--- src/rtl/core/rgbm_pkg.sv ---
`timescale 1ns / 1ps
// ----------------------------------------------------------------------------
// rgbm_pkg: shared types and constants of the mono bit packer
// Luma weights, reciprocal for the divide by 1000, field widths, register
// indexes and the row width limit.
// ----------------------------------------------------------------------------
package rgbm_pkg;

    localparam int PIX_W         = 8;
    localparam int BYTE_W        = 8;
    localparam int THRESH_W      = 8;
    localparam int ROW_WIDTH_W   = 13;
    localparam int CFG_DATA_W    = 13;
    localparam int CFG_IDX_W     = 2;

    localparam int MAX_ROW_WIDTH = 4096;
    localparam int COL_W         = $clog2(MAX_ROW_WIDTH);
    localparam int NEXT_W        = COL_W + 1;
    localparam int CMP_W         = (NEXT_W > ROW_WIDTH_W) ? NEXT_W : ROW_WIDTH_W;
    localparam int BIT_IDX_W     = $clog2(BYTE_W);

    // Weighted channel sum, at most 1000 * 255
    localparam int SUM_W         = 18;
    localparam logic [SUM_W-1:0] LUMA_R_K = SUM_W'(299);
    localparam logic [SUM_W-1:0] LUMA_G_K = SUM_W'(587);
    localparam logic [SUM_W-1:0] LUMA_B_K = SUM_W'(114);

    // floor(s / 1000) == (s * ceil(2^28 / 1000)) >> 28 for every s below 2^18
    localparam int RECIP_SHIFT   = 28;
    localparam int RECIP_W       = 19;
    localparam logic [RECIP_W-1:0] RECIP_1000 =
        RECIP_W'(((64'd1 << RECIP_SHIFT) + 64'd999) / 64'd1000);
    localparam int PROD_W        = SUM_W + RECIP_W;

    // Blend over white, compared against 255 * threshold
    localparam int BLEND_W       = 17;
    localparam logic [PIX_W-1:0] ALPHA_FULL = PIX_W'(255);
    localparam logic [BYTE_W-1:0] MSB_MASK  = BYTE_W'(8'h80);

    localparam logic [THRESH_W-1:0]    THRESH_RESET    = THRESH_W'(128);
    localparam logic [ROW_WIDTH_W-1:0] ROW_WIDTH_RESET = ROW_WIDTH_W'(384);

    typedef enum logic [CFG_IDX_W-1:0] {
        CFG_THRESHOLD = 2'd0,
        CFG_ROW_WIDTH = 2'd1
    } t_cfg_idx;

endpackage

--- src/rtl/core/rgbm_pix_if.sv ---
`timescale 1ns / 1ps
// ----------------------------------------------------------------------------
// rgbm_pix_if: pixel stream channel
// One BGRA pixel per transaction, valid/ready handshake.
// ----------------------------------------------------------------------------
interface rgbm_pix_if import rgbm_pkg::*; ();

    logic             valid;
    logic             ready;
    logic [PIX_W-1:0] blue;
    logic [PIX_W-1:0] green;
    logic [PIX_W-1:0] red;
    logic [PIX_W-1:0] alpha;

    modport source (output valid, output blue, output green, output red,
                    output alpha, input ready);
    modport sink   (input valid, input blue, input green, input red,
                    input alpha, output ready);

endinterface

--- src/rtl/core/rgbm_byte_if.sv ---
`timescale 1ns / 1ps
// ----------------------------------------------------------------------------
// rgbm_byte_if: packed byte channel
// One byte of eight mono pixels per transaction, with a row end flag.
// ----------------------------------------------------------------------------
interface rgbm_byte_if import rgbm_pkg::*; ();

    logic              valid;
    logic              ready;
    logic [BYTE_W-1:0] packed_byte;
    logic              row_end;

    modport source (output valid, output packed_byte, output row_end, input ready);
    modport sink   (input valid, input packed_byte, input row_end, output ready);

endinterface

--- src/rtl/core/rgbm_luma.sv ---
`timescale 1ns / 1ps
// ----------------------------------------------------------------------------
// rgbm_luma: luma and alpha blend threshold pipeline
// Four registered stages: input, weighted sum, divide by 1000, blend and
// compare. Each stage moves forward when its successor is free.
// ----------------------------------------------------------------------------
module rgbm_luma import rgbm_pkg::*; (
    input  logic                i_clk,
    input  logic                i_rst_n,
    rgbm_pix_if.sink            i_pix,
    input  logic [THRESH_W-1:0] i_threshold,
    output logic                o_bit_valid,
    input  logic                i_bit_ready,
    output logic                o_bit_black
);

    logic r_v0, r_v1, r_v2, r_v3;
    logic s0_rdy, s1_rdy, s2_rdy, s3_rdy;

    logic [PIX_W-1:0] r_s0_blue, r_s0_green, r_s0_red, r_s0_alpha;
    logic [SUM_W-1:0] r_s1_sum;
    logic [PIX_W-1:0] r_s1_alpha;
    logic [PIX_W-1:0] r_s2_gray;
    logic [PIX_W-1:0] r_s2_alpha;
    logic             r_s3_black;

    logic [SUM_W-1:0]   n_sum;
    logic [PROD_W-1:0]  gray_prod;
    logic [PIX_W-1:0]   n_gray;
    logic [BLEND_W-1:0] blend_val;
    logic [BLEND_W-1:0] thresh_scaled;
    logic               n_black;

    assign s3_rdy = !r_v3 || i_bit_ready;
    assign s2_rdy = !r_v2 || s3_rdy;
    assign s1_rdy = !r_v1 || s2_rdy;
    assign s0_rdy = !r_v0 || s1_rdy;

    assign i_pix.ready = s0_rdy;
    assign o_bit_valid = r_v3;
    assign o_bit_black = r_s3_black;

    always_comb begin
        n_sum = LUMA_R_K * SUM_W'(r_s0_red) + LUMA_G_K * SUM_W'(r_s0_green)
              + LUMA_B_K * SUM_W'(r_s0_blue);
    end

    always_comb begin
        gray_prod = PROD_W'(r_s1_sum) * PROD_W'(RECIP_1000);
        n_gray    = gray_prod[RECIP_SHIFT +: PIX_W];
    end

    // blended < t  <=>  gray*a + 255*(255-a) < 255*t
    always_comb begin
        blend_val     = BLEND_W'(r_s2_gray) * BLEND_W'(r_s2_alpha)
                      + BLEND_W'(ALPHA_FULL) * BLEND_W'(ALPHA_FULL - r_s2_alpha);
        thresh_scaled = BLEND_W'(ALPHA_FULL) * BLEND_W'(i_threshold);
        n_black       = blend_val < thresh_scaled;
    end

    always_ff @(posedge i_clk) begin
        if (!i_rst_n) begin
            r_v0 <= 1'b0;
            r_v1 <= 1'b0;
            r_v2 <= 1'b0;
            r_v3 <= 1'b0;
        end else begin
            if (s0_rdy) r_v0 <= i_pix.valid;
            if (s1_rdy) r_v1 <= r_v0;
            if (s2_rdy) r_v2 <= r_v1;
            if (s3_rdy) r_v3 <= r_v2;
        end
    end

    always_ff @(posedge i_clk) begin
        if (s0_rdy) begin
            r_s0_blue  <= i_pix.blue;
            r_s0_green <= i_pix.green;
            r_s0_red   <= i_pix.red;
            r_s0_alpha <= i_pix.alpha;
        end
        if (s1_rdy) begin
            r_s1_sum   <= n_sum;
            r_s1_alpha <= r_s0_alpha;
        end
        if (s2_rdy) begin
            r_s2_gray  <= n_gray;
            r_s2_alpha <= r_s1_alpha;
        end
        if (s3_rdy) begin
            r_s3_black <= n_black;
        end
    end

endmodule

--- src/rtl/core/rgbm_packer.sv ---
`timescale 1ns / 1ps
// ----------------------------------------------------------------------------
// rgbm_packer: mono bit packer and output register
// Packs pixel bits MSB first, emits a byte every eight pixels and a padded
// byte with row end at the last pixel of each row.
// ----------------------------------------------------------------------------
module rgbm_packer import rgbm_pkg::*; (
    input  logic                   i_clk,
    input  logic                   i_rst_n,
    input  logic                   i_bit_valid,
    output logic                   o_bit_ready,
    input  logic                   i_bit_black,
    input  logic [ROW_WIDTH_W-1:0] i_row_width,
    rgbm_byte_if.source            o_byte
);

    logic [COL_W-1:0]  r_col, n_col;
    logic [BYTE_W-1:0] r_acc, n_acc;
    logic              r_out_valid, n_out_valid;
    logic [BYTE_W-1:0] r_out_byte, n_out_byte;
    logic              r_out_row_end, n_out_row_end;

    logic              out_free;
    logic              advance;
    logic [CMP_W-1:0]  width_eff;
    logic [NEXT_W-1:0] next_col;
    logic [BYTE_W-1:0] acc_set;
    logic              row_done;
    logic              byte_done;

    assign out_free    = !r_out_valid || o_byte.ready;
    assign advance     = i_bit_valid && out_free;
    assign o_bit_ready = out_free;

    assign o_byte.valid       = r_out_valid;
    assign o_byte.packed_byte = r_out_byte;
    assign o_byte.row_end     = r_out_row_end;

    // Zero width acts as one, wide rows saturate
    always_comb begin
        if (i_row_width == '0) begin
            width_eff = CMP_W'(1);
        end else if (CMP_W'(i_row_width) > CMP_W'(MAX_ROW_WIDTH)) begin
            width_eff = CMP_W'(MAX_ROW_WIDTH);
        end else begin
            width_eff = CMP_W'(i_row_width);
        end
    end

    always_comb begin
        next_col  = NEXT_W'(r_col) + NEXT_W'(1);
        acc_set   = r_acc | (i_bit_black ? (MSB_MASK >> r_col[BIT_IDX_W-1:0]) : '0);
        row_done  = CMP_W'(next_col) >= width_eff;
        byte_done = next_col[BIT_IDX_W-1:0] == '0;
    end

    always_comb begin
        n_col         = r_col;
        n_acc         = r_acc;
        n_out_valid   = r_out_valid && !o_byte.ready;
        n_out_byte    = r_out_byte;
        n_out_row_end = r_out_row_end;
        if (advance) begin
            if (row_done) begin
                n_out_valid   = 1'b1;
                n_out_byte    = acc_set;
                n_out_row_end = 1'b1;
                n_acc         = '0;
                n_col         = '0;
            end else if (byte_done) begin
                n_out_valid   = 1'b1;
                n_out_byte    = acc_set;
                n_out_row_end = 1'b0;
                n_acc         = '0;
                n_col         = next_col[COL_W-1:0];
            end else begin
                n_acc         = acc_set;
                n_col         = next_col[COL_W-1:0];
            end
        end
    end

    always_ff @(posedge i_clk) begin
        if (!i_rst_n) begin
            r_col       <= '0;
            r_acc       <= '0;
            r_out_valid <= 1'b0;
        end else begin
            r_col       <= n_col;
            r_acc       <= n_acc;
            r_out_valid <= n_out_valid;
        end
    end

    always_ff @(posedge i_clk) begin
        r_out_byte    <= n_out_byte;
        r_out_row_end <= n_out_row_end;
    end

endmodule

--- src/rtl/core/rgba_to_mono_bit_packer.sv ---
`timescale 1ns / 1ps
// ----------------------------------------------------------------------------
// rgba_to_mono_bit_packer: BGRA pixels to packed 1 bpp mono bytes
// i_pix carries one BGRA pixel per transaction in raster order; o_byte
// carries one packed byte per transaction, MSB leftmost, 1 = black, with
// row_end on the last (zero padded) byte of each row.
// Configuration: i_cfg_we writes i_cfg_wdata into register i_cfg_idx
// (0 = threshold, 1 = row width); write only while the block is idle.
// Throughput: one pixel per clock; i_pix.ready stays high while o_byte
// is taken. A byte reaches o_byte after the pixel that completes it is
// accepted, passing the input register, three luma stages, then the
// output register.
// The divide by 1000 sits in its own stage as a 18x19 reciprocal multiply.
// When o_byte stalls, the output register holds and the stages behind it
// keep filling until all are full, then i_pix.ready drops.
// Reset (synchronous, active low) empties the pipeline, clears the column
// count and bit accumulator, and loads threshold 128 and row width 384.
// ----------------------------------------------------------------------------
module rgba_to_mono_bit_packer import rgbm_pkg::*; (
    input  logic                  i_clk,
    input  logic                  i_rst_n,
    rgbm_pix_if.sink              i_pix,
    rgbm_byte_if.source           o_byte,
    input  logic                  i_cfg_we,
    input  logic [CFG_IDX_W-1:0]  i_cfg_idx,
    input  logic [CFG_DATA_W-1:0] i_cfg_wdata
);

    logic [THRESH_W-1:0]    r_threshold;
    logic [ROW_WIDTH_W-1:0] r_row_width;

    logic bit_valid;
    logic bit_ready;
    logic bit_black;

    always_ff @(posedge i_clk) begin
        if (!i_rst_n) begin
            r_threshold <= THRESH_RESET;
            r_row_width <= ROW_WIDTH_RESET;
        end else if (i_cfg_we) begin
            case (i_cfg_idx)
                CFG_THRESHOLD: r_threshold <= i_cfg_wdata[THRESH_W-1:0];
                CFG_ROW_WIDTH: r_row_width <= i_cfg_wdata[ROW_WIDTH_W-1:0];
                default: begin
                    // drop writes to unknown registers
                end
            endcase
        end
    end

    rgbm_luma u_luma (
        .i_clk       (i_clk),
        .i_rst_n     (i_rst_n),
        .i_pix       (i_pix),
        .i_threshold (r_threshold),
        .o_bit_valid (bit_valid),
        .i_bit_ready (bit_ready),
        .o_bit_black (bit_black)
    );

    rgbm_packer u_packer (
        .i_clk       (i_clk),
        .i_rst_n     (i_rst_n),
        .i_bit_valid (bit_valid),
        .o_bit_ready (bit_ready),
        .i_bit_black (bit_black),
        .i_row_width (r_row_width),
        .o_byte      (o_byte)
    );

    a_reset_empty: assert property (@(posedge i_clk)
        !i_rst_n |=> !o_byte.valid)
        else $error("output valid right after reset");

    a_ready_when_drained: assert property (@(posedge i_clk) disable iff (!i_rst_n)
        !o_byte.valid |-> i_pix.ready)
        else $error("pixel input stalled with an empty output");

    a_thresh_write: assert property (@(posedge i_clk) disable iff (!i_rst_n)
        i_cfg_we && i_cfg_idx == CFG_THRESHOLD
        |=> r_threshold == $past(i_cfg_wdata[THRESH_W-1:0]))
        else $error("threshold write lost");

endmodule
--- src/flat_wrapper.sv ---
// flat-port wrapper written by rule: the top's interface ports become plain ports
module rgba_to_mono_bit_packer_flat import rgbm_pkg::*;
  (i_clk, i_rst_n, i_cfg_we, i_cfg_idx, i_cfg_wdata, i_pix_valid, i_pix_blue, i_pix_green, i_pix_red, i_pix_alpha, i_pix_ready, o_byte_valid, o_byte_packed_byte, o_byte_row_end, o_byte_ready);
  rgbm_pix_if i_pix_i ();
  rgbm_byte_if o_byte_i ();
  input  logic i_clk;
  input  logic i_rst_n;
  input  logic i_cfg_we;
  input  logic [CFG_IDX_W-1:0] i_cfg_idx;
  input  logic [CFG_DATA_W-1:0] i_cfg_wdata;
  input wire logic [$bits(i_pix_i.valid)-1:0] i_pix_valid;
  input wire logic [$bits(i_pix_i.blue)-1:0] i_pix_blue;
  input wire logic [$bits(i_pix_i.green)-1:0] i_pix_green;
  input wire logic [$bits(i_pix_i.red)-1:0] i_pix_red;
  input wire logic [$bits(i_pix_i.alpha)-1:0] i_pix_alpha;
  output wire logic [$bits(i_pix_i.ready)-1:0] i_pix_ready;
  output wire logic [$bits(o_byte_i.valid)-1:0] o_byte_valid;
  output wire logic [$bits(o_byte_i.packed_byte)-1:0] o_byte_packed_byte;
  output wire logic [$bits(o_byte_i.row_end)-1:0] o_byte_row_end;
  input wire logic [$bits(o_byte_i.ready)-1:0] o_byte_ready;
  assign i_pix_i.valid = i_pix_valid;
  assign i_pix_i.blue = i_pix_blue;
  assign i_pix_i.green = i_pix_green;
  assign i_pix_i.red = i_pix_red;
  assign i_pix_i.alpha = i_pix_alpha;
  assign i_pix_ready = i_pix_i.ready;
  assign o_byte_valid = o_byte_i.valid;
  assign o_byte_packed_byte = o_byte_i.packed_byte;
  assign o_byte_row_end = o_byte_i.row_end;
  assign o_byte_i.ready = o_byte_ready;
  rgba_to_mono_bit_packer u_core (.i_clk(i_clk), .i_rst_n(i_rst_n), .i_pix(i_pix_i), .o_byte(o_byte_i), .i_cfg_we(i_cfg_we), .i_cfg_idx(i_cfg_idx), .i_cfg_wdata(i_cfg_wdata));
endmodule
--- config.mk ---
export PLATFORM = sky130hd
export DESIGN_NAME = rgba_to_mono_bit_packer_flat
export DESIGN_NICKNAME = d
export VERILOG_FILES = /design/src/rtl/core/rgbm_pkg.sv /design/src/rtl/core/rgbm_pix_if.sv /design/src/rtl/core/rgbm_byte_if.sv /design/src/rtl/core/rgbm_luma.sv /design/src/rtl/core/rgbm_packer.sv /design/src/rtl/core/rgba_to_mono_bit_packer.sv /design/src/flat_wrapper.sv
export SDC_FILE = /design/constraint.sdc
export NUM_CORES = 1
export LEC_CHECK = 0
export BUFFER_PORTS_ARGS = -buffer_cell sky130_fd_sc_hd__buf_2
export CAP_MARGIN = 15
export CORE_AREA = 2 2 160 178
export CTS_BUF_LIST = sky130_fd_sc_hd__clkbuf_16
export DETAILED_ROUTE_END_ITERATION = 8
export DIE_AREA = 0 0 162 180
export HOLD_SLACK_MARGIN = 0.03
export PLACE_DENSITY_LB_ADDON = 0.05
export SKIP_CTS_REPAIR_TIMING = 1
export SLEW_MARGIN = 10
export SYNTH_ARGS = -nofsm -noshare
export SYNTH_HDL_FRONTEND = slang
export SYNTH_SLANG_ARGS = --single-unit
--- constraint.sdc ---
create_clock -name i_clk -period 8.34 [get_ports i_clk]
set_input_delay 0.417 -clock i_clk [delete_from_list [all_inputs] [get_ports i_clk]]
set_output_delay 0.417 -clock i_clk [all_outputs]
set_load 0.01 [all_outputs]
=== After elaboration in Yosys (flattened, before gate mapping) ===
Index checks and enable logic that the tools add are counted.

* Add/sub/neg operators: 5
* $mul: 7
* $lt $le $gt $ge: 3
* Equality and inequality tests: 1
* Shifts and indexed selects: 1
* Mux-type cells: 12
* Bitwise logic cells: 1
* Reduce and logical (&&, ||, !) cells: 20

{| class="wikitable"
|+ Operators by type and width
! cell !! number
|-
| $mux W8 || 5
|-
| $mul A18 B17 Y34 const B || 1
|-
| $mux W13 || 2
|-
| $add A17 B18 Y18 || 1
|-
| $add A18 B15 Y18 || 1
|-
| $mul A10 B8 Y18 const A || 1
|-
| $add A16 B17 Y17 || 1
|-
| $lt A17 B16 Y1 || 1
|-
| $mul A9 B8 Y17 const A || 1
|-
| $mul A9 B9 Y17 const A || 1
|-
| $mul A8 B8 Y16 || 1
|-
| $mul A8 B8 Y16 const A || 1
|-
| $mul A6 B8 Y14 const A || 1
|-
| $add A12 B1 Y13 const B || 1
|-
| $ge A13 B13 Y1 || 1
|-
| $gt A13 B13 Y1 const B || 1
|-
| $logic_not A13 Y1 || 1
|-
| $mux W12 || 1
|-
| $sub A8 B8 Y9 const A || 1
|-
| $or A8 B8 Y8 || 1
|-
| $shr A8 B3 Y8 const A || 1
|-
| $logic_not A1 Y1 || 6
|-
| $reduce_and A2 Y1 || 3
|-
| $logic_or A1 B1 Y1 || 5
|-
| 6 further kinds || 10
|}

* Register bits after elaboration: 130
* Bits of input ports: 52
* Output and inout bits: 11
* Logic and storage cells: 70

=== Longest topological paths before layout ===
* Depth after elaboration: 6
* Gate-level depth with buffers: 27
* Mapped depth without buffers: 27

=== By module ===
Synthesis repeated with hierarchy kept, for this count alone.

* Cells, all modules: 1744
* Area, all modules: 17875.9 um2

{| class="wikitable"
|+ Modules (own cells, without submodules)
! module !! times used !! cells each !! area an instance (um2) !! sequential area each (um2)
|-
| rgbm_luma || 1 || 1452 || 15153.3 || 2332.2
|-
| rgbm_packer || 1 || 207 || 1883.1 || 690.7
|-
| rgba_to_mono_bit_packer || 1 || 85 || 839.6 || 420.4
|}

=== Least setup slack after synthesis ===
OpenSTA, ideal clock, no wires.

* Kind: flip-flop to flip-flop
* From: reg u_core.u_luma.r_s2_alpha[2]
* To: reg u_core.u_luma.r_s3_black, in the netlist u_core.u_luma.o_bit_black, data pin
* Library setup time: 0.257 ns
* Arrival: 6.057 ns
* Required time: 8.083 ns
* Slack: 2.025 ns
* Cell stages (with the launch flop): 23
* Buffers on the path: 1
* Period minus slack after synthesis: 6.315 ns
* Path through: edfxtp_1 -> clkbuf_1 -> inv_1 -> fa_1 -> xor2_1 -> xnor2_1 -> fa_1 -> inv_1 -> fa_1 -> fa_1 -> inv_1 -> fa_1 -> inv_1 -> ha_1 -> or3_2 -> o2111a_1 -> or3_2 -> xor2_1 -> ha_1 -> nor2b_1 -> o21ai_0 -> a31oi_1 -> nor3_2

* Cells in the longest elaborated chain, start to end: 4
* Elaborated cells on any way between the ends: 5
* Classes of those cells: add/sub (2); mul (2); order compare (1)

{| class="wikitable"
|+ Ends and longest elaborated chain
! what !! RTL line !! text
|-
| from (decl) || rgbm_luma.sv:24 || <nowiki>logic [PIX_W-1:0] r_s2_alpha;</nowiki>
|-
| from (signal assigned) || rgbm_luma.sv:88 || <nowiki>r_s2_alpha <= r_s1_alpha;</nowiki>
|-
| $sub A8 B8 Y9 || rgbm_luma.sv:56 || <nowiki>+ BLEND_W'(ALPHA_FULL) * BLEND_W'(ALPHA_FULL - r_s2_alpha);</nowiki>
|-
| $mul A9 B9 Y17 || rgbm_luma.sv:56 ||
|-
| $add A16 B17 Y17 (*) || rgbm_luma.sv:56 ||
|-
| $lt A17 B16 Y1 (*) || rgbm_luma.sv:58 || <nowiki>n_black = blend_val < thresh_scaled;</nowiki>
|-
| via u_core.u_luma.n_black || rgbm_luma.sv:32 || <nowiki>logic n_black;</nowiki>
|-
| to (signal assigned) || rgbm_luma.sv:91 || <nowiki>r_s3_black <= n_black;</nowiki>
|-
| to (decl) || rgbm_luma.sv:25 || <nowiki>logic r_s3_black;</nowiki>
|}

Mark *: on every way through the listed nets, which the timed path passes. The rest lies on a longest branch.
A chain may end at the register's enable or synchronous reset.

=== Worst setup path after layout ===
* From: reg u_core.u_luma.r_s2_gray[1]
* To: reg u_core.u_luma.r_s3_black, in the netlist u_core.u_luma.o_bit_black, data pin

* Cells in the longest elaborated chain, start to end: 3

{| class="wikitable"
|+ Ends and longest elaborated chain
! what !! RTL line !! text
|-
| from (decl) || rgbm_luma.sv:23 || <nowiki>logic [PIX_W-1:0] r_s2_gray;</nowiki>
|-
| from (signal assigned) || rgbm_luma.sv:87 || <nowiki>r_s2_gray <= n_gray;</nowiki>
|-
| $mul A8 B8 Y16 || rgbm_luma.sv:55 || <nowiki>blend_val = BLEND_W'(r_s2_gray) * BLEND_W'(r_s2_alpha)</nowiki>
|-
| $add A16 B17 Y17 || rgbm_luma.sv:56 ||
|-
| $lt A17 B16 Y1 || rgbm_luma.sv:58 ||
|-
| via u_core.u_luma.n_black || rgbm_luma.sv:32 ||
|}

The timed path passes the listed nets, and every way through them passes these cells.

==> out/qor.yml <==
syn_nets: 2363
critPathTopFamily: "adder cells"
ys_ff_latch: 130
slew_violations: 0
final-hold-violation-count: 0
route.vias.total: 11460
synth_top_area_share_pct: 27.50
path_cells: "and2_1, fa_1, inv_1, fa_1, fa_1, inv_1, fa_1, fa_1, inv_1, fa_1, inv_1, ha_1, or3_2, o2111a_1, or3_2, xor2_1, ha_1, nor2b_1, o21ai_0, a31oi_1, nor3_2"
skew_ns: 0.01352
netlist_top_cells_area: "ha_1 (28%), fa_1 (25%), edfxtp_1 (14%)"
drc: 0
grt_max_degree: 45
drt-total-wl_mm: 33.18
timing.final.crit_share_pct: 79.11
clkLatencyLatePin_ns: 0.43
dp_hpwl_mm: 28.05
clk_pin_slew_ns: 0.06
initial_core_util_pct: 64.29
synth_cells: 1707
worstSetupStartpointType: "flip-flop"
coreArea_um2: 27390
period_needed_ns: 6.598
dieArea_um2: 29160
path_buf_inv: 4
track_usage_pct: 24.94
hp-class: "in -> reg"
synth_area_um2: 17610
synth_common_cells: "inv_1 (407), ha_1 (387), fa_1 (217)"
synthArstFlopShare_pct: 0
synth_most_common_cell: "inv_1"
drtIter0Drc: 538
ys_types: 62
fin_tns_setup_ns: 0
critPathMaxFanout: 8
synth_edf_count: 84
finalSetupViolCount: 0
clock.fmax_mhz: 151.6
max_cap_viol_count: 0
synth_top_area_cell: "ha_1"
synthFlopType: "edfxtp_1"
avgSynthCellArea_um2: 10.31
crit_path_end_kind: "flip-flop"
clock_sinks: 130
fin_cells: 2144
cts_root_buf: "clkbuf_16"
rsz0062_at_grt: "false"
grt_pass1_wl_mm: 57.93
rows: 64
io_buffer_count: 62
nets: 2424
io_pins: 63
yosysWarnings: 0
place_congestion: 0.8667
tritoncts: "built"
crit_path_top_delay_cell: "fa_1"
drt-vias-per-instance: 5.345
ant_nets: 0
post_drt_wl_per_cell_um: 15.47
cpMostUsedCell: "fa_1"
diodes: 0
grt_overflow_total: 0
post_route_cells_drive_above_1_share_pct: 6.625
place_inst: 2111
clk_path_buf_depth: 2
die_w_um: 162
slew_headroom_pct: 27.65
area_growth_pct: 7.135
cp.required_ns: 8.53
tightest_slew_ns: 1.080
die_h_um: 180
worstSetupPathType: "reg -> reg"
first_pass_iters: 5
cts_made_buffers: 17
crit_arrival_ns: 6.79
ys_seq_area_share_pct: 19.56
status: "complete, no violations"
grt_pass1_vias: 12230
htreeDepth: 4
slowest_delay_ns: 0.54
antenna_found_initial: 0
flip-flops by register name, summed over array words and instances, names as in the netlist, 8 cells and up:
name and count:
u_core.u_luma.r_s1_sum 18, u_core.r_row_width 13, u_core.u_packer.r_col 12, u_core.r_threshold 8
u_core.u_luma.r_s0_alpha 8, u_core.u_luma.r_s0_blue 8, u_core.u_luma.r_s0_green 8, u_core.u_luma.r_s0_red 8
u_core.u_luma.r_s1_alpha 8, u_core.u_luma.r_s2_alpha 8, u_core.u_luma.r_s2_gray 8, u_core.u_packer.o_byte.packed_byte 8
u_core.u_packer.r_acc 8
worst paths after layout:
| path | from | to | slack, ns | cells past startpoint |
|---|---|---|---|---|
| worst max register to register | u_core.u_luma.r_s2_gray[1] | u_core.u_luma.o_bit_black | 1.74 | 21 |
| worst min-delay path | i_pix_blue[7] | u_core.u_luma.r_s0_blue[7] | 0.16 | 1 |
| worst max-delay path | u_core.u_luma.r_s2_gray[1] | u_core.u_luma.o_bit_black | 1.74 | 21 |
| worst min register to register | u_core.u_luma.r_s0_alpha[4] | u_core.u_luma.r_s1_alpha[4] | 0.42 | 0 |
worst reg2reg max path: stages, from the launching register on:
cell	delay, ns
edfxtp_1	0.49
and2_1	0.23
fa_1	0.54
inv_1	0.06
fa_1	0.50
fa_1	0.54
inv_1	0.06
fa_1	0.46
fa_1	0.54
inv_1	0.05
fa_1	0.53
inv_1	0.04
ha_1	0.22
or3_2	0.46
o2111a_1	0.26
or3_2	0.46
xor2_1	0.16
ha_1	0.29
nor2b_1	0.13
o21ai_0	0.08
a31oi_1	0.20
nor3_2	0.05
metrics by stage:
step / worst slack, ns / utilization (%) / hold WS (ns) / cell area [µm²]
2_1_floorplan: 2.025 / - / 0.4003 / 17610
3_5_place_dp: 1.714 / 66.82 / 0.4193 / 18300
5_1_grt: 1.350 / 68.88 / 0.1382 / 18860
3_3_place_gp: 1.802 / 66.82 / 0.4046 / 18300
6_report: 1.742 / 68.88 / 0.1580 / 18860
4_1_cts: 1.704 / 68.82 / 0.1341 / 18850
placed cells by master (no fill, tap or decap), types with 4 or more instances in the layout:
master       n
inv_1      407
ha_1       387
fa_1       217
nand2_1    103
edfxtp_1    84
buf_2       62
a21oi_1     49
xnor2_1     47
dfxtp_1     46
and2_1      35
nor2_1      33
a21o_1      26
o21ai_0     26
nand3_1     20
xor2_1      20
nor2b_1     19
clkbuf_16   18
nor3_1      15
and3_1      14
a21boi_0    14
a31oi_1      9
o211a_1      9
o21bai_1     9
nand2b_1     8
o21a_1       8
nand4_1      7
mux2i_1      6
a32o_1       6
or3_1        5
inv_6        5
a31o_2       4
or2_2        4
kinds of logic (layout without fill, tap and decap cells):
kind of cell,count (synthesis),after routing,share of synthesized area (%)
AO/OA/AOI/OAI,185,185,7.249
XOR/XNOR,67,67,3.333
adder cells (fa/ha/maj),604,604,52.17
buffers and inverters,430,504,9.203
flip-flops,130,130,19.56
multiplexers,6,6,0.3411
other,1,1,0.02130
AND/OR/NAND/NOR,284,284,8.123
routing by layer:
layer	routed length [µm]	share of wire [%]	track usage, %
met1	14440	44	31.99
met2	17560	53	45.40
met3	731	2.2	2.630
met4	444	1.3	5.593
met5	0	0	0
cell type report:
type                       instances  area (µm²)
tap                              363       454.2
clock inverter                    14       98.84
fill                            2198        8523
sequential                       130        3443
timing repair buffer              65       340.3
inverter                         407        1528
clock buffer                      18       450.4
multi-input combinational       1147       12550
Power is not shown: default switching activity piles up to over one toggle a cycle in this logic, so the estimate is an artifact.
